--- src/rtl/ate_pkg.sv ---
// Package of the alignment trace expander: trace codes, error codes, register addresses,
// default counter widths, request and result item types and the configuration register type.
// Depends on nothing; every rtl file refers to it by scoped names.
package ate_pkg;

    // Trace operation codes carried in req_type.
    localparam logic [2:0] CODE_BLOCK_MATCH  = 3'd0;
    localparam logic [2:0] CODE_MATCH        = 3'd1;
    localparam logic [2:0] CODE_BLOCK_DELETE = 3'd2;
    localparam logic [2:0] CODE_DELETE       = 3'd3;
    localparam logic [2:0] CODE_PLAIN        = 3'd4;
    localparam logic [2:0] CODE_INSERT       = 3'd5;
    localparam logic [2:0] CODE_END          = 3'd6;
    localparam logic [2:0] CODE_INVALID      = 3'd7;

    // Sticky error codes.
    localparam logic [2:0] ERR_NONE          = 3'd0;
    localparam logic [2:0] ERR_BAD_CODE      = 3'd1;
    localparam logic [2:0] ERR_INS_OVERFLOW  = 3'd2;
    localparam logic [2:0] ERR_REAL_OVERRUN  = 3'd3;
    localparam logic [2:0] ERR_INS_NO_ENTRY  = 3'd4;

    // Configuration register addresses, selected by paddr bit 2.
    localparam logic REG_SEQ_LENGTH  = 1'b0;
    localparam logic REG_START_INDEX = 1'b1;

    // Default widths of the internal counters.
    localparam int POS_BITS_DEFAULT    = 16;
    localparam int INSERT_BITS_DEFAULT = 15;

    typedef struct packed {
        logic [2:0] req_type;
        logic [7:0] residue;
    } req_item_t;

    typedef struct packed {
        logic [15:0] gap_position;
        logic [7:0]  gap_residue;
        logic [15:0] real_position;
        logic        deleted;
        logic [14:0] inserts_after;
        logic        block_begins;
        logic        last_entry;
        logic [15:0] total_length;
        logic [15:0] gap_opens;
        logic [15:0] deletion_total;
        logic [15:0] insertion_total;
        logic [2:0]  error_code;
    } rsp_item_t;

    typedef struct packed {
        logic [15:0] seq_length;
        logic [15:0] start_index;
    } cfg_regs_t;

endpackage

--- src/rtl/alignment_trace_expander_top.sv ---
// Top level of the alignment trace expander: trace state, per-code update
// logic and the result queue. Depends on ate_pkg, ate_cfg and ate_skid.
//
//  channel   direction  handshake                 payload
//  request   in         req_valid / req_ready     req_item   (ate_pkg::req_item_t)
//  result    out        rsp_valid / rsp_ready     rsp_item   (ate_pkg::rsp_item_t)
//  config    in         psel / penable / pready   paddr, pwdata, prdata
//
// One request is taken per cycle while req_ready is high. A result it causes goes to
// the output register on the next cycle, or to the skid register while an earlier
// result still waits. The rate is set by the trace state update. req_ready drops
// only when both result slots are full, so a request still goes in while one result
// waits. Reset clears all trace state at once; there is no clearing pass.
module alignment_trace_expander_top #(
    parameter int POS_BITS    = ate_pkg::POS_BITS_DEFAULT,
    parameter int INSERT_BITS = ate_pkg::INSERT_BITS_DEFAULT
) (
    input  logic               clk,
    input  logic               rst_n,
    input  logic               req_valid,
    output logic               req_ready,
    input  ate_pkg::req_item_t req_item,
    output logic               rsp_valid,
    input  logic               rsp_ready,
    output ate_pkg::rsp_item_t rsp_item,
    input  logic               psel,
    input  logic               penable,
    input  logic               pwrite,
    input  logic [2:0]         paddr,
    input  logic [31:0]        pwdata,
    output logic [31:0]        prdata,
    output logic               pready
);

    // Compare width covering positions, the sequence length and insert counts.
    localparam int CW = 33;
    localparam logic [CW-1:0] INS_MAX = CW'((33'd1 << INSERT_BITS) - 33'd1);

    ate_pkg::cfg_regs_t cfg;

    // Trace state.
    logic                   pend_valid_reg, pend_valid_next;
    logic                   pend_del_reg, pend_del_next;
    logic                   pend_blk_reg, pend_blk_next;
    logic [POS_BITS-1:0]    pend_pos_reg, pend_pos_next;
    logic [7:0]             pend_res_reg, pend_res_next;
    logic [POS_BITS-1:0]    pend_real_reg, pend_real_next;
    logic [INSERT_BITS-1:0] pend_ins_reg, pend_ins_next;
    logic [POS_BITS-1:0]    entry_cnt_reg, entry_cnt_next;
    logic [POS_BITS-1:0]    real_cnt_reg, real_cnt_next;
    logic [2:0]             prev_code_reg, prev_code_next;
    logic [15:0]            open_cnt_reg, open_cnt_next;
    logic [15:0]            del_cnt_reg, del_cnt_next;
    logic [15:0]            ins_cnt_reg, ins_cnt_next;
    logic [2:0]             err_reg, err_next;

    logic                   req_fire;
    logic                   push;
    ate_pkg::rsp_item_t     push_item;
    logic [2:0]             code;
    logic [POS_BITS-1:0]    real_base;
    logic [POS_BITS-1:0]    real_adv;
    logic                   adv_err;
    logic [CW-1:0]          unread;
    logic                   is_delete;

    ate_cfg u_cfg (
        .clk     (clk),
        .rst_n   (rst_n),
        .psel    (psel),
        .penable (penable),
        .pwrite  (pwrite),
        .paddr   (paddr),
        .pwdata  (pwdata),
        .prdata  (prdata),
        .pready  (pready),
        .cfg     (cfg)
    );

    assign req_fire  = req_valid && req_ready;
    assign code      = req_item.req_type;
    assign is_delete = (code == ate_pkg::CODE_BLOCK_DELETE) || (code == ate_pkg::CODE_DELETE);

    // A new trace starts from start_index; one advance of the real index.
    assign real_base = (prev_code_reg == ate_pkg::CODE_END)
                     ? POS_BITS'(cfg.start_index) : real_cnt_reg;
    assign real_adv  = real_base + POS_BITS'(1);
    assign adv_err   = (CW'(real_adv) > CW'(cfg.seq_length)) || (real_adv == '0);

    // Per-code update of the trace state and the result it causes.
    always_comb
    begin
        pend_valid_next = pend_valid_reg;
        pend_del_next   = pend_del_reg;
        pend_blk_next   = pend_blk_reg;
        pend_pos_next   = pend_pos_reg;
        pend_res_next   = pend_res_reg;
        pend_real_next  = pend_real_reg;
        pend_ins_next   = pend_ins_reg;
        entry_cnt_next  = entry_cnt_reg;
        real_cnt_next   = real_cnt_reg;
        prev_code_next  = prev_code_reg;
        open_cnt_next   = open_cnt_reg;
        del_cnt_next    = del_cnt_reg;
        ins_cnt_next    = ins_cnt_reg;
        err_next        = err_reg;
        unread          = '0;
        push            = 1'b0;
        push_item       = '0;

        case (code)
            ate_pkg::CODE_INVALID:
            begin
                if (err_next == ate_pkg::ERR_NONE)
                begin
                    err_next = ate_pkg::ERR_BAD_CODE;
                end
            end
            ate_pkg::CODE_INSERT:
            begin
                real_cnt_next = real_base;
                if (!pend_valid_reg)
                begin
                    if (err_next == ate_pkg::ERR_NONE)
                    begin
                        err_next = ate_pkg::ERR_INS_NO_ENTRY;
                    end
                end
                else
                begin
                    real_cnt_next = real_adv;
                    if (adv_err && err_next == ate_pkg::ERR_NONE)
                    begin
                        err_next = ate_pkg::ERR_REAL_OVERRUN;
                    end
                    if (prev_code_reg != ate_pkg::CODE_INSERT)
                    begin
                        open_cnt_next = open_cnt_reg + 16'd1;
                    end
                    ins_cnt_next = ins_cnt_reg + 16'd1;
                    if (CW'(pend_ins_reg) >= INS_MAX)
                    begin
                        if (err_next == ate_pkg::ERR_NONE)
                        begin
                            err_next = ate_pkg::ERR_INS_OVERFLOW;
                        end
                    end
                    else
                    begin
                        pend_ins_next = pend_ins_reg + INSERT_BITS'(1);
                    end
                    prev_code_next = code;
                end
            end
            ate_pkg::CODE_END:
            begin
                // Unread residues become the insert count of the last entry.
                if (CW'(real_base) <= CW'(cfg.seq_length))
                begin
                    unread = CW'(cfg.seq_length) - CW'(real_base);
                end
                else if (err_next == ate_pkg::ERR_NONE)
                begin
                    err_next = ate_pkg::ERR_REAL_OVERRUN;
                end
                if (unread > INS_MAX)
                begin
                    unread = INS_MAX;
                    if (err_next == ate_pkg::ERR_NONE)
                    begin
                        err_next = ate_pkg::ERR_INS_OVERFLOW;
                    end
                end
                push = 1'b1;
                if (pend_valid_reg)
                begin
                    push_item.gap_position  = 16'(pend_pos_reg);
                    push_item.gap_residue   = pend_res_reg;
                    push_item.real_position = 16'(pend_real_reg);
                    push_item.deleted       = pend_del_reg;
                    push_item.inserts_after = 15'(INSERT_BITS'(unread));
                    push_item.block_begins  = pend_blk_reg;
                end
                push_item.last_entry      = 1'b1;
                push_item.total_length    = 16'(entry_cnt_reg);
                push_item.gap_opens       = open_cnt_reg;
                push_item.deletion_total  = del_cnt_reg;
                push_item.insertion_total = ins_cnt_reg;
                push_item.error_code      = err_next;

                // Clear for the next trace.
                pend_valid_next = 1'b0;
                pend_del_next   = 1'b0;
                pend_blk_next   = 1'b0;
                pend_pos_next   = '0;
                pend_res_next   = '0;
                pend_real_next  = '0;
                pend_ins_next   = '0;
                entry_cnt_next  = '0;
                real_cnt_next   = POS_BITS'(cfg.start_index);
                prev_code_next  = ate_pkg::CODE_END;
                open_cnt_next   = '0;
                del_cnt_next    = '0;
                ins_cnt_next    = '0;
                err_next        = ate_pkg::ERR_NONE;
            end
            default:
            begin
                // Match, delete and plain codes open a new pending entry.
                real_cnt_next = real_base;
                if (is_delete)
                begin
                    if ((prev_code_reg != ate_pkg::CODE_BLOCK_DELETE)
                        && (prev_code_reg != ate_pkg::CODE_DELETE))
                    begin
                        open_cnt_next = open_cnt_reg + 16'd1;
                    end
                    del_cnt_next = del_cnt_reg + 16'd1;
                end
                else
                begin
                    real_cnt_next = real_adv;
                    if (adv_err && err_next == ate_pkg::ERR_NONE)
                    begin
                        err_next = ate_pkg::ERR_REAL_OVERRUN;
                    end
                end
                if (pend_valid_reg)
                begin
                    push                    = 1'b1;
                    push_item.gap_position  = 16'(pend_pos_reg);
                    push_item.gap_residue   = pend_res_reg;
                    push_item.real_position = 16'(pend_real_reg);
                    push_item.deleted       = pend_del_reg;
                    push_item.inserts_after = 15'(pend_ins_reg);
                    push_item.block_begins  = pend_blk_reg;
                    push_item.error_code    = err_next;
                end
                entry_cnt_next  = entry_cnt_reg + POS_BITS'(1);
                pend_valid_next = 1'b1;
                pend_pos_next   = entry_cnt_next;
                pend_del_next   = is_delete;
                pend_res_next   = is_delete ? 8'd0 : req_item.residue;
                pend_real_next  = real_cnt_next;
                pend_ins_next   = '0;
                pend_blk_next   = (code == ate_pkg::CODE_BLOCK_MATCH)
                               || (code == ate_pkg::CODE_BLOCK_DELETE);
                prev_code_next  = code;
            end
        endcase
    end

    // Trace state registers, updated on each accepted request.
    always_ff @(posedge clk or negedge rst_n)
    begin
        if (!rst_n)
        begin
            pend_valid_reg <= 1'b0;
            pend_del_reg   <= 1'b0;
            pend_blk_reg   <= 1'b0;
            pend_pos_reg   <= '0;
            pend_res_reg   <= '0;
            pend_real_reg  <= '0;
            pend_ins_reg   <= '0;
            entry_cnt_reg  <= '0;
            real_cnt_reg   <= '0;
            prev_code_reg  <= ate_pkg::CODE_END;
            open_cnt_reg   <= '0;
            del_cnt_reg    <= '0;
            ins_cnt_reg    <= '0;
            err_reg        <= ate_pkg::ERR_NONE;
        end
        else if (req_fire)
        begin
            pend_valid_reg <= pend_valid_next;
            pend_del_reg   <= pend_del_next;
            pend_blk_reg   <= pend_blk_next;
            pend_pos_reg   <= pend_pos_next;
            pend_res_reg   <= pend_res_next;
            pend_real_reg  <= pend_real_next;
            pend_ins_reg   <= pend_ins_next;
            entry_cnt_reg  <= entry_cnt_next;
            real_cnt_reg   <= real_cnt_next;
            prev_code_reg  <= prev_code_next;
            open_cnt_reg   <= open_cnt_next;
            del_cnt_reg    <= del_cnt_next;
            ins_cnt_reg    <= ins_cnt_next;
            err_reg        <= err_next;
        end
    end

    ate_skid u_skid (
        .clk        (clk),
        .rst_n      (rst_n),
        .push       (req_fire && push),
        .push_item  (push_item),
        .push_ready (req_ready),
        .rsp_valid  (rsp_valid),
        .rsp_ready  (rsp_ready),
        .rsp_item   (rsp_item)
    );

`ifndef SYNTHESIS
    // A stalled request side always means a result is on offer.
    assert property (@(posedge clk) disable iff (!rst_n) !req_ready |-> rsp_valid)
        else $error("request stalled with no result waiting");

    // The end code always yields a result on the next cycle.
    assert property (@(posedge clk) disable iff (!rst_n)
        (req_fire && req_item.req_type == ate_pkg::CODE_END) |=> rsp_valid)
        else $error("end code gave no result");

    // The end code leaves a cleared trace behind.
    assert property (@(posedge clk) disable iff (!rst_n)
        (req_fire && req_item.req_type == ate_pkg::CODE_END)
        |=> (!pend_valid_reg && err_reg == ate_pkg::ERR_NONE
             && prev_code_reg == ate_pkg::CODE_END && entry_cnt_reg == '0))
        else $error("trace state not cleared after end code");
`endif

endmodule

--- src/rtl/ate_cfg.sv ---
// Configuration register file of the alignment trace expander on an
// APB-style port. Depends on ate_pkg for the register type and addresses.
module ate_cfg (
    input  logic                clk,
    input  logic                rst_n,
    input  logic                psel,
    input  logic                penable,
    input  logic                pwrite,
    input  logic [2:0]          paddr,
    input  logic [31:0]         pwdata,
    output logic [31:0]         prdata,
    output logic                pready,
    output ate_pkg::cfg_regs_t  cfg
);

    ate_pkg::cfg_regs_t cfg_reg;
    logic               wr_en;

    assign pready = 1'b1;
    assign wr_en  = psel && penable && pwrite;
    assign cfg    = cfg_reg;

    // Register write in the access phase; the low address bits are ignored.
    always_ff @(posedge clk or negedge rst_n)
    begin
        if (!rst_n)
        begin
            cfg_reg <= '0;
        end
        else if (wr_en)
        begin
            if (paddr[2] == ate_pkg::REG_SEQ_LENGTH)
            begin
                cfg_reg.seq_length <= pwdata[15:0];
            end
            else
            begin
                cfg_reg.start_index <= pwdata[15:0];
            end
        end
    end

    // Read-back of the addressed register.
    always_comb
    begin
        if (paddr[2] == ate_pkg::REG_SEQ_LENGTH)
        begin
            prdata = {16'd0, cfg_reg.seq_length};
        end
        else
        begin
            prdata = {16'd0, cfg_reg.start_index};
        end
    end

endmodule

--- src/rtl/ate_skid.sv ---
// Two-entry result queue (output register plus skid register) that lets the
// expander take a new request while a result waits. Depends on ate_pkg.
module ate_skid (
    input  logic                clk,
    input  logic                rst_n,
    input  logic                push,
    input  ate_pkg::rsp_item_t  push_item,
    output logic                push_ready,
    output logic                rsp_valid,
    input  logic                rsp_ready,
    output ate_pkg::rsp_item_t  rsp_item
);

    logic               out_valid_reg;
    logic               skid_valid_reg;
    ate_pkg::rsp_item_t out_item_reg;
    ate_pkg::rsp_item_t skid_item_reg;
    logic               take;

    assign take       = out_valid_reg && rsp_ready;
    assign push_ready = !skid_valid_reg;
    assign rsp_valid  = out_valid_reg;
    assign rsp_item   = out_item_reg;

    // Valid flags of the two slots.
    always_ff @(posedge clk or negedge rst_n)
    begin
        if (!rst_n)
        begin
            out_valid_reg  <= 1'b0;
            skid_valid_reg <= 1'b0;
        end
        else if (skid_valid_reg)
        begin
            if (take)
            begin
                skid_valid_reg <= 1'b0;
            end
        end
        else if (push && out_valid_reg && !take)
        begin
            skid_valid_reg <= 1'b1;
        end
        else if (push)
        begin
            out_valid_reg <= 1'b1;
        end
        else if (take)
        begin
            out_valid_reg <= 1'b0;
        end
    end

    // Payload of the two slots.
    always_ff @(posedge clk)
    begin
        if (skid_valid_reg)
        begin
            if (take)
            begin
                out_item_reg <= skid_item_reg;
            end
        end
        else if (push && out_valid_reg && !take)
        begin
            skid_item_reg <= push_item;
        end
        else if (push)
        begin
            out_item_reg <= push_item;
        end
    end

endmodule
--- config.mk ---
export PLATFORM = sky130hd
export DESIGN_NAME = alignment_trace_expander_top
export DESIGN_NICKNAME = d
export VERILOG_FILES = /design/src/rtl/ate_pkg.sv /design/src/rtl/alignment_trace_expander_top.sv /design/src/rtl/ate_cfg.sv /design/src/rtl/ate_skid.sv
export SDC_FILE = /design/constraint.sdc
export NUM_CORES = 1
export LEC_CHECK = 0
export ABC_AREA = 1
export ABC_CLOCK_PERIOD_IN_PS = 7700
export BUFFER_PORTS_ARGS = -buffer_cell sky130_fd_sc_hd__buf_2
export CAP_MARGIN = 0
export CORE_MARGIN = 2
export CORE_UTILIZATION = 30
export DETAILED_ROUTE_END_ITERATION = 6
export PLACE_DENSITY = 0.55
export RECOVER_POWER = 100
export SLEW_MARGIN = 20
export SYNTH_ARGS = -nofsm -noshare
export SYNTH_HDL_FRONTEND = slang
export SYNTH_HIERARCHICAL = 1
export SYNTH_SLANG_ARGS = --single-unit
export TNS_END_PERCENT = 100
--- constraint.sdc ---
create_clock -name clk -period 7.7 [get_ports clk]
set_clock_uncertainty 0.15 [all_clocks]
set_input_delay 1.54 -clock clk [delete_from_list [all_inputs] [get_ports clk]]
set_output_delay 1.54 -clock clk [all_outputs]
set_load 0.05 [all_outputs]
# --- Word level (Yosys, flattened, before mapping) ---
# Index checks and enable logic that the tools add are counted.
# Widths: inputs -> output; s select.
totals:
  regBits: 412
  word_cells: 173
  output_inout_bits: 160
  input_bits: 53
op_classes:
  n_reduce_logical: 39
  add_sub_neg: 7
  order_cmp: 4
  bitwise: 5
  mux: 61
  n_eq_ne: 16
op_table:
  columns: ["cell", "n"]
  rows:
  - ["$mux 125", 4]
  - ["$mux 16", 10]
  - ["$pmux 16 s2", 4]
  - ["$mux 57", 2]
  - ["$pmux 57 s2", 1]
  - ["$pmux 16 s3", 2]
  - ["$add 16x1->16 const B", 5]
  - ["$mux 33", 2]
  - ["$mux 65", 1]
  - ["$mux 3", 16]
  - ["$mux 15", 3]
  - ["$gt 33x15->1 const B", 1]
  - ["$pmux 15 s2", 1]
  - ["$pmux 3 s3", 2]
  - ["$reduce_and 3->1", 6]
  - ["$sub 16x16->17", 1]
  - ["$gt 16x16->1", 1]
  - ["$le 16x16->1", 1]
  - ["$logic_not 16->1", 1]
  - ["$pmux 8 s2", 1]
  - ["$add 15x1->15 const B", 1]
  - ["$ge 15x15->1 const B", 1]
  - ["$eq 3x3->1 const B", 4]
  - ["$logic_not 3->1", 4]
  - ["other kinds (19)", 57]

# --- Logic depth before layout (Yosys ltp) ---
# Gate-level depths: netlist (run 1).
logic_depth:
  depth_word: 14
  depth_mapped: 30
  depth_no_buf: 27

# --- By module ---
# The synthesis (run 1) kept the hierarchy.
by_module_without_submodules:
  columns: ["module", "n_inst", "area_each_um2", "cells_each", "seq_area_each_um2"]
  rows:
  - ["alignment_trace_expander_top", 1, 9643.0, 1460, 3205.6]
  - ["ate_skid", 1, 9250.1, 671, 7557.2]
  - ["ate_cfg", 1, 1627.8, 213, 800.8]

# --- Worst setup path after synthesis (run 1) ---
# No wires, ideal clock.
synth_path:
  path_kind: "input to register"
  from: "input req_item[9] (netlist bit)"
  to: "register u_skid.out_item_reg (netlist bit u_skid/rsp_item[0]) (enable)"
  arrival_time_ns: 7.630
  cell_stages: 9
  t_required_ns: 6.938
  setup_time_ns: 0.612
  n_path_buf: 1
  slack_ns: -0.692
  path_cell_list: "nand2_1 -> nor2_4 -> inv_2 -> clkbuf_1 -> a21oi_1 -> inv_1 -> nand2_1 -> nand2_1 -> nor2_1"
synth_via:
  elab_chain_len: 8
  word_cells_on_any_way: 11
  cone_classes: "eq/ne: 4; mux: 1; reduce/logical: 6"
synth_rtl:
  columns: ["element", "line_no", "rtl"]
  rows:
  - ["from (decl)", "alignment_trace_expander_top.sv:22", "input ate_pkg::req_item_t req_item,"]
  - ["$eq 3x3->1", "alignment_trace_expander_top.sv:111", "case (code)"]
  - ["$reduce_or 2->1 (no line)", null, null]
  - ["$pmux 1 s2 (*)", "alignment_trace_expander_top.sv:111", null]
  - ["$logic_and 1x1->1 (*)", "alignment_trace_expander_top.sv:295", ".push (req_fire && push),"]
  - ["$logic_and 1x1->1 (2 in a row)", "ate_skid.sv:64", "else if (push && out_valid_reg && !take)"]
  - ["$ne 2x1->1 (no line)", null, null]
  - ["$reduce_and 3->1 (no line) (*)", null, null]
  - ["to (signal assigned)", "ate_skid.sv:61", "out_item_reg <= skid_item_reg;"]
  - ["to (signal assigned)", "ate_skid.sv:70", "out_item_reg <= push_item;"]
  - ["to (decl)", "ate_skid.sv:16", "ate_pkg::rsp_item_t out_item_reg;"]
# Mark *: on every way between the ends. The rest lies on a longest branch, timed or not.
# A chain may end at the register's enable or synchronous reset.

==> impl_metrics.toml, run 1 <==
[setup_path]
r2r_slack_ns = 1.90
cpMostUsedCell = "nand2_1"
rr_worst_depth = 24
required_ns = 8.00
worstReg2RegStart = "prev_code_reg[1]"
crit_arrival_ns = 6.10
crit_fanout = 22
path_cells = "nand2_2, nor2_1, nand2_2, nand2_1, nand3_2, nor2_1, nand3_1, nand2_1, inv_1, ha_1, nand2_1, inv_1, nand3_1, nor3_1, o21ai_0, o2111ai_1, nand2_1, nand2_1, nand3_2, a21oi_2, nand2_1, o21ai_1, nand2_1, nand2_1"
criticalPathCategory = "reg2reg"
cp_slowest_cell = "nor2_1"
crit_family = "simple AND/OR/NAND/NOR gates"
end_kind = "flop"
crit_path_start_kind = "flop"
worst_path_largest_cell_delay_ns = 1.33
cp_num_buf_inv = 2
rr_endpoint = "u_skid/rsp_item[0]"

[pwr]
p_leak_nw = 10.1
power_density_nw_per_um2 = 421
vdd_ir_drop_max_mv = 0.221

[worst_hold_path]
worstHoldStart = "del_cnt_reg[14]"
hold_depth = 1
hold_end = "del_cnt_reg[14]"
min_path_type = "reg2reg"

[global_routing]
grt_max_degree = 126
overflow = 0
track_usage_pct = 15.1
grt_pass1_wl_mm = 85.4
grt_pass1_vias = 15700
antenna_found_initial = 3

[status]
status = "finished with violations"
violations = "max-capacitance violations, max-slew violations"

[floorplanning]
fp.coreArea_um2 = 67400
die_h_um = 266
die_area_um2 = 70500
pin_count = 213
start_util_pct = 30.4
die_w_um = 266
rows = 95

[final_layout]
drive_gt1_share_pct = 6.52
fin_cells = 3405
multi_input_area_um2 = 7360
syn2layout_area_growth_pct = 13.5
register_area_um2 = 11600
final_cell_mix = "nand2_1, edfxtp_1, inv_1"
fillers = 6993
final_nets = 2582
final_common_cell = "nand2_1"

[cts]
cts.sinks = 412
ctsHoldBuffers = 0
max-clock-path-buffers = 3
htreeDepth = 2
cts_setup_buffers = 0
cts-root-buf = "clkbuf_16"
cts_tree = "done"
post_cts_resized = 0
path_clk_slew_ns = 0.06
clock_latency_ns = 0.59
cts_buffers = 48

[drt]
first_iter_violations = 1143
wl_per_cell_um = 15.7
vias = 15900
ant_nets = 0
drc = 0
viasPerCell = 4.68
routed_wl_mm = 53.6
first_pass_iters = 5

[logic_synthesis]
synthAdderAreaFrac_pct = 2.19
synth_compound_area_share_pct = 7.64
synthXorXnorAreaFrac_pct = 0.683
synth.avg_cell_area_um2 = 8.75
syn_area_um2 = 20500
synth_area_leaders = "edfxtp_1, dfrtp_1, nand2_1, inv_1, nor2_1"
yosys.area_share.simple_pct = 25.4
synth-seq-area-share_pct = 56.4
yosys-mux-area-fraction_pct = 0
synth_top_area_share_pct = 36.6
synth_cell_type_count = 52
yosysTopAreaCell = "edfxtp_1"
ys_warn_count = 6
synth_top_family_by_area = "simple AND/OR/NAND/NOR gates"
synth_edf_count = 250
synthFlopType = "edfxtp_1"
synthesis.instances = 2344
ys_seq_elements = 412
async_flop_share_pct = 39.3

[sta]
setup_viol = 0
setup_tns_ns = 0
drv_slew = 416
whs_ns = 0.325
max_freq_ghz = 0.172
worst_slew_pin_slew_ns = 4.11
min_period_ns = 5.80
hold_viol = 0
max_slew_margin_pct = -174
post-route-period-util_pct = 75.4
rsz0062_at_grt = "false"

[place]
gp_congestion = 0.870
post-dp-hpwl_mm = 36.6
portBuffers = 177
dp.cells = 3316

[job]
drv_cap = 8
synthesized netlist by cell type, types with 9 or more instances:
| cell type | number |
|---|---|
| nand4_1 | 15 |
| xor2_1 | 9 |
| nor3_1 | 25 |
| buf_6 | 14 |
| buf_2 | 11 |
| o21ai_1 | 13 |
| a21oi_1 | 77 |
| clkbuf_1 | 44 |
| nand2_2 | 28 |
| edfxtp_1 | 250 |
| o21ai_0 | 129 |
| inv_1 | 241 |
| buf_4 | 29 |
| dfrtp_1 | 160 |
| nand2_1 | 807 |
| nor2_1 | 211 |
| o22ai_1 | 23 |
| ha_1 | 36 |
| nor2_2 | 9 |
| nand3_1 | 111 |
metrics by stage:
step	area, um^2	worst slack (ns)	util, %	power (W)
2_1_floorplan	20600	1.45	-	0.00672
3_3_place_gp	22100	2.99	32.7	0.00767
3_5_place_dp	22100	2.97	32.7	0.00773
4_1_cts	23600	2.82	35.0	0.0100
5_1_grt	23300	1.20	34.6	0.0105
6_report	23300	1.90	34.6	0.00981
layout make-up:
class                      instances  area share (%)
inverter                         249            4.02
clock inverter                    21           0.940
clock buffer                      67            5.73
timing repair buffer             188            3.36
multi-input combinational       1594            31.6
tap                              873            4.69
sequential                       412            49.6
antenna                            1          0.0107
how the worst max path moves through the flow:
stage	from	end	slack, ns	depth (start not counted)
CTS	u_skid/skid_valid_reg	req_ready	2.82	3
floorplan	req_item[9]	u_skid/rsp_item[0]	1.45	9
detailed placement	req_item[9]	open_cnt_reg[14]	2.97	18
finish	prev_code_reg[1]	u_skid/rsp_item[0]	1.90	24
global placement	req_item[9]	open_cnt_reg[14]	2.99	18
global route	u_skid/skid_valid_reg	open_cnt_reg[10]	1.20	18
metal layers:
metal / vias to the layer above / part of all wire [%] / GRT usage [%]
li1: 7896 / - / -
met1: 7552 / 46 / 20.6
met2: 400 / 45 / 24.5
met3: 84 / 5.9 / 2.80
met4: 2 / 2.3 / 4.23
met5: - / 0.024 / 0
logic make-up after synthesis:
family,after synthesis
flops,412
xor+xnor,16
other cells,2
fa+ha+maj,36
simple gates,1243
compound gates,282
buf+inv,353
power breakdown:
part	total, W	switching (W)	internal, W	leakage, nW
combinational	0.00408	0.00317	0.000913	4.88
clock	0.00225	0.000927	0.00132	0.749
sequential	0.00349	0.000355	0.00313	4.49
worst reg2reg max path, delay by kind of cell, from the launching register on:
kind                     cells  cell delay, ns
AND/OR/NAND/NOR             17            3.65
flip-flops                   1            0.64
AO/OA/AOI/OAI                4            0.80
buffers and inverters        2            0.14
adder cells (fa/ha/maj)      1            0.28
Power figures use the tool's default switching activity.
==> run 2, diff against run 1 <==
--- a/config.mk
+++ b/config.mk
@@ -6,13 +6,13 @@
 export NUM_CORES = 1
 export LEC_CHECK = 0
 export ABC_AREA = 1
-export ABC_CLOCK_PERIOD_IN_PS = 7700
+export ABC_CLOCK_PERIOD_IN_PS = 5000
 export BUFFER_PORTS_ARGS = -buffer_cell sky130_fd_sc_hd__buf_2
 export CAP_MARGIN = 0
 export CORE_MARGIN = 2
 export CORE_UTILIZATION = 30
 export DETAILED_ROUTE_END_ITERATION = 6
-export PLACE_DENSITY = 0.55
+export PLACE_DENSITY = 0.57
 export RECOVER_POWER = 100
 export SLEW_MARGIN = 20
 export SYNTH_ARGS = -nofsm -noshare
==> constraint.sdc (replaced) <==
create_clock -name clk -period 5 [get_ports clk]
set_clock_uncertainty 0.15 [all_clocks]
set_input_delay 1 -clock clk [delete_from_list [all_inputs] [get_ports clk]]
set_output_delay 1 -clock clk [all_outputs]
set_load 0.05 [all_outputs]
==> run 2 against run 1 <==
Net effect:
- clock-buffer cell count fell by 10
- first-iteration DRC count shrank 1.9%
- largest power group unchanged
- critical endpoint is now open_cnt_reg[14]
- critical path depth shrank 5
- the run still ends with max-capacitance violations, max-slew violations left
- sequential power grew 52%
==> impl_metrics.toml, run 2 (synthesized netlist as in run 1, its figures left out) <==
[status]
status = "finished with violations"
violations = "max-capacitance violations, max-slew violations"

[cts]
cts-root-buf = "clkbuf_16"
htreeDepth = 2
clock_latency_ns = 0.58
max-clock-path-buffers = 3
post_cts_resized = 0
cts_setup_buffers = 0
cts.sinks = 412
path_clk_slew_ns = 0.06
cts_buffers = 46
ctsHoldBuffers = 0
cts_tree = "done"

[drt]
viasPerCell = 4.59
drc = 0
ant_nets = 0
first_iter_violations = 1121
routed_wl_mm = 52.9
vias = 15700
wl_per_cell_um = 15.5
first_pass_iters = 5

[setup_path]
path_cells = "clkbuf_1, nand2_1, nor2_4, clkbuf_1, nor2_1, clkbuf_1, nand3_1, nand2_1, inv_1, nand2_1, inv_1, nand3_1, inv_1, nand3_1, nor3_1, nand4_1, o21ai_0, nand2_1, nor2_1"
criticalPathCategory = "in2reg"
cpMostUsedCell = "nand2_1"
worst_path_largest_cell_delay_ns = 0.77
end_kind = "flop"
crit_arrival_ns = 4.83
required_ns = 5.36
crit_family = "simple AND/OR/NAND/NOR gates"
cp_num_buf_inv = 6
cp_slowest_cell = "clkbuf_1"
worstReg2RegStart = "prev_code_reg[1]"
crit_start = "req_item[9]"
crit_path_start_kind = "input port"
crit_fanout = 15

[sta]
drv_slew = 386
hold_viol = 0
rsz0062_at_grt = "false"
post-route-period-util_pct = 89.4
setup_tns_ns = 0
max_slew_margin_pct = -81.5
whs_ns = 0.265
max_freq_ghz = 0.224
fin_ws_ns = 0.532
worst_slew_pin_slew_ns = 2.72
min_period_ns = 4.47
setup_viol = 0

[global_routing]
grt_max_degree = 108
antenna_found_initial = 3
grt_pass1_wl_mm = 83.3
track_usage_pct = 14.9
grt_pass1_vias = 15000
overflow = 0

[final_layout]
drive_gt1_share_pct = 6.90
final_common_cell = "nand2_1"
final_nets = 2591
post-route-util_pct = 34.6
final_cell_mix = "nand2_1, edfxtp_1, inv_1"
syn2layout_area_growth_pct = 13.6

[pwr]
swShare_pct = 45.1
power_w = 0.0150
p_int_w = 0.00825
seq_power_share_pct = 35.2
p_switching_w = 0.00679
clkPwrFrac_pct = 22.9
power_density_nw_per_um2 = 645
vdd_ir_drop_max_mv = 0.283
p_comb_share_pct = 42.0
p_leak_nw = 10.1

[floorplanning]
die_h_um = 266
fp.coreArea_um2 = 67400
start_util_pct = 30.4
pin_count = 213
rows = 95
die_area_um2 = 70500
die_w_um = 266

[job]
drv_cap = 6

[worst_hold_path]
min_path_type = "in2async"

[place]
gp_congestion = 0.871
pre_cts_ws_ns = 0.803
portBuffers = 177
post-dp-hpwl_mm = 35.9
## run 2: cell types whose count changed in the layout (fill, tap and decap cells not counted), moves of 3 or more
cell / delta
nor2_1: -3
clkbuf_16: -4
clkinv_2: +3
buf_4: +4
clkbuf_2: +3
clkbuf_1: -6
nor2_2: +3
## run 2: cell type report
cell class	count	area, um^2
Fill cell	7032	44100
Tap cell	873	1090
Multi-Input combinational cell	1594	7350
Sequential cell	412	11600
Clock buffer	57	1230
Antenna cell	1	2.50
Timing Repair Buffer	199	836
Clock inverter	27	294
Inverter	249	936
## run 2: layer usage
metal  share of wire, %  vias up  global-route usage [%]
met4                2.0        4                    4.03
met2                 45      356                    23.5
met3                5.5       67                    2.45
li1                   -     7924                       -
met1                 47     7323                    21.0
met5              0.049        -                       0
## run 2: power groups by stage
stage	Sequential [W]	Combinational, W	Clock, W
2_1_floorplan	0.00668	0.00364	0
3_3_place_gp	0.00531	0.00656	0
3_5_place_dp	0.00532	0.00659	0
4_1_cts	0.00526	0.00661	0.00356
5_1_grt	0.00538	0.00702	0.00369
6_report	0.00529	0.00631	0.00344
## run 2: worst paths after layout
check                      slack (ns)  cells after the start                 end
min in group clk                 0.33                      1     del_cnt_reg[14]
min reg2reg                      0.33                      1     del_cnt_reg[14]
max in group asynchronous        2.20                      2     open_cnt_reg[8]
max                              0.53                     19    open_cnt_reg[14]
max reg2reg                      0.59                     27  u_skid/rsp_item[0]
min                              0.27                      1       u_cfg/cfg[20]
## run 2: through the flow
stage               std cells  cell area, um^2
finish                   3412            23300
global route             3411            23300
CTS                      3411            23700
detailed placement       3327            22200
global placement         3327            22200
floorplan                2359            20600
## run 2: worst reg2reg max path, delay by kind of cell, from the launching register on
| family | cells | cell delay [ns] |
|---|---|---|
| buffers and inverters | 3 | 0.38 |
| AO/OA/AOI/OAI | 4 | 0.69 |
| flip-flops | 1 | 0.63 |
| adder cells (fa/ha/maj) | 1 | 0.28 |
| AND/OR/NAND/NOR | 19 | 2.15 |
==> run 3, diff against run 2 <==
==> constraint.sdc (replaced) <==
create_clock -name clk -period 5 [get_ports clk]
set_clock_uncertainty 0.15 [all_clocks]
set_input_delay 0.5 -clock clk [delete_from_list [all_inputs] [get_ports clk]]
set_output_delay 0.5 -clock clk [all_outputs]
set_load 0.05 [all_outputs]
==> run 3 against run 2 <==
Net effect:
- the flow still finishes with violations (max-capacitance violations, max-slew violations)
- fmax fell by 4.1%
- flip-flop and latch count did not move
- critical path depth fell by 11
==> impl_metrics.toml, run 3 (synthesized netlist as in run 1, its figures left out) <==
[setup_path]
end_kind = "flop"
required_ns = 5.04
crit_path_start_kind = "input port"
cpMostUsedCell = "nand2_1"
criticalPathCategory = "in2reg"
crit_start = "req_item[9]"
cp_slowest_cell = "nor2_1"
crit_arrival_ns = 4.70
crit_fanout = 54
worst_path_largest_cell_delay_ns = 1.40
path_cells = "clkbuf_1, nand2_1, nor2_1, inv_1, a21oi_1, nand2_1, nor2_4, buf_4"
worstReg2RegStart = "prev_code_reg[1]"

[drt]
wl_per_cell_um = 15.4
vias = 15800
first_iter_violations = 1136
first_pass_iters = 5
ant_nets = 0
viasPerCell = 4.62
drc = 0
routed_wl_mm = 52.7

[cts]
max-clock-path-buffers = 3
path_clk_slew_ns = 0.05
ctsHoldBuffers = 2
cts.sinks = 412
cts_setup_buffers = 0
cts_tree = "done"
htreeDepth = 2
post_cts_resized = 0
clock_latency_ns = 0.57
cts_buffers = 48
cts-root-buf = "clkbuf_16"

[floorplanning]
die_h_um = 266
start_util_pct = 30.4
die_area_um2 = 70500
fp.coreArea_um2 = 67400
die_w_um = 266
rows = 95
pin_count = 213

[place]
pre_cts_ws_ns = 0.851
portBuffers = 177
placed_cell_area_um2 = 22100
post-dp-hpwl_mm = 35.9
gp_congestion = 0.876

[pwr]
p_int_w = 0.00827
seq_power_share_pct = 34.8
clkPwrFrac_pct = 22.7
power_density_nw_per_um2 = 643
p_comb_share_pct = 42.5
vdd_ir_drop_max_mv = 0.393
p_leak_nw = 10.2
swShare_pct = 45.1
p_switching_w = 0.00680

[global_routing]
grt_max_degree = 91
grt_pass1_wl_mm = 83.2
grt_pass1_vias = 15000
track_usage_pct = 14.8
antenna_found_initial = 3
overflow = 0

[sta]
setup_tns_ns = 0
worst_slew_pin_slew_ns = 2.55
max_slew_margin_pct = -70.3
rsz0062_at_grt = "false"
post-route-period-util_pct = 93.2
min_period_ns = 4.66
whs_ns = 0.0364
hold_viol = 0
fin_ws_ns = 0.342
max_freq_ghz = 0.215
setup_viol = 0
drv_slew = 203

[status]
violations = "max-capacitance violations, max-slew violations"
status = "finished with violations"

[final_layout]
register_area_um2 = 11600
drive_gt1_share_pct = 7.35
design_area_um2 = 23400
fillers = 7021
syn2layout_area_growth_pct = 14.2
final_common_cell = "nand2_1"
post-route-util_pct = 34.8
multi_input_area_um2 = 7420
final_cell_mix = "nand2_1, edfxtp_1, inv_1"
final_nets = 2595

[worst_hold_path]
min_path_type = "in2reg"
worstHoldStart = "pwdata[3]"

[job]
drv_cap = 4
==> run 3: changes by cell type in the layout (fill, tap and decap cells not counted), sizes merged <==
cell         before  now
buf              42   45
bufinv            5    4
clkbuf          214  222
clkinv           17   13
clkinvlp          5    3
dlygate4sd3       0    2
inv             249  248
==> run 3: final cells by class <==
| class | count | area share (%) |
|---|---|---|
| diodes | 1 | 0.0107 |
| clock inverters | 19 | 0.908 |
| inverters | 249 | 4.00 |
| multi-input cells | 1594 | 31.7 |
| repair buffers | 201 | 3.79 |
| well taps | 873 | 4.66 |
| flip-flops and latches | 412 | 49.4 |
| clock buffers | 68 | 5.58 |
==> run 3: final timing paths <==
check	endpoint	slack, ns	depth (start not counted)
max	u_skid/skid_item_reg[105]	0.34	8
min	u_cfg/cfg[19]	0.04	3
max reg2reg	u_skid/rsp_item[0]	0.65	24
min reg2reg	del_cnt_reg[14]	0.33	1
max in group asynchronous	pend_res_reg[7]	2.10	2
min in group asynchronous	pend_ins_reg[8]	1.13	2
==> run 3: layer usage <==
metal	share of wire, %	GRT usage [%]	wire length, um	up-vias
met5	0.044	0	23	-
met2	45	23.6	23700	347
li1	-	-	-	7942
met3	5.2	2.56	2750	70
met1	48	20.9	25100	7412
met4	2.1	3.65	1110	4
==> run 3: metrics by stage <==
stage	power, W	instances
after floorplan	0.0103	2359
after CTS	0.0154	3416
after global placement	0.0119	3327
final	0.0151	3417
after global routing	0.0161	3416
after detailed placement	0.0119	3327
==> run 3: critical path, delay by kind of cell <==
kind / cells / cell delay [ns]
AOI/OAI and AO/OA: 1 / 0.45
and+or+nand+nor: 4 / 1.94
buffers and inverters: 3 / 1.72
==> run 3: power by group through the flow <==
| stage | clock network [W] | logic [W] | registers (W) |
|---|---|---|---|
| after floorplan | 0 | 0.00364 | 0.00668 |
| after global placement | 0 | 0.00659 | 0.00528 |
| after detailed placement | 0 | 0.00661 | 0.00529 |
| after CTS | 0.00353 | 0.00664 | 0.00523 |
| after global routing | 0.00367 | 0.00711 | 0.00534 |
| final | 0.00342 | 0.00641 | 0.00524 |
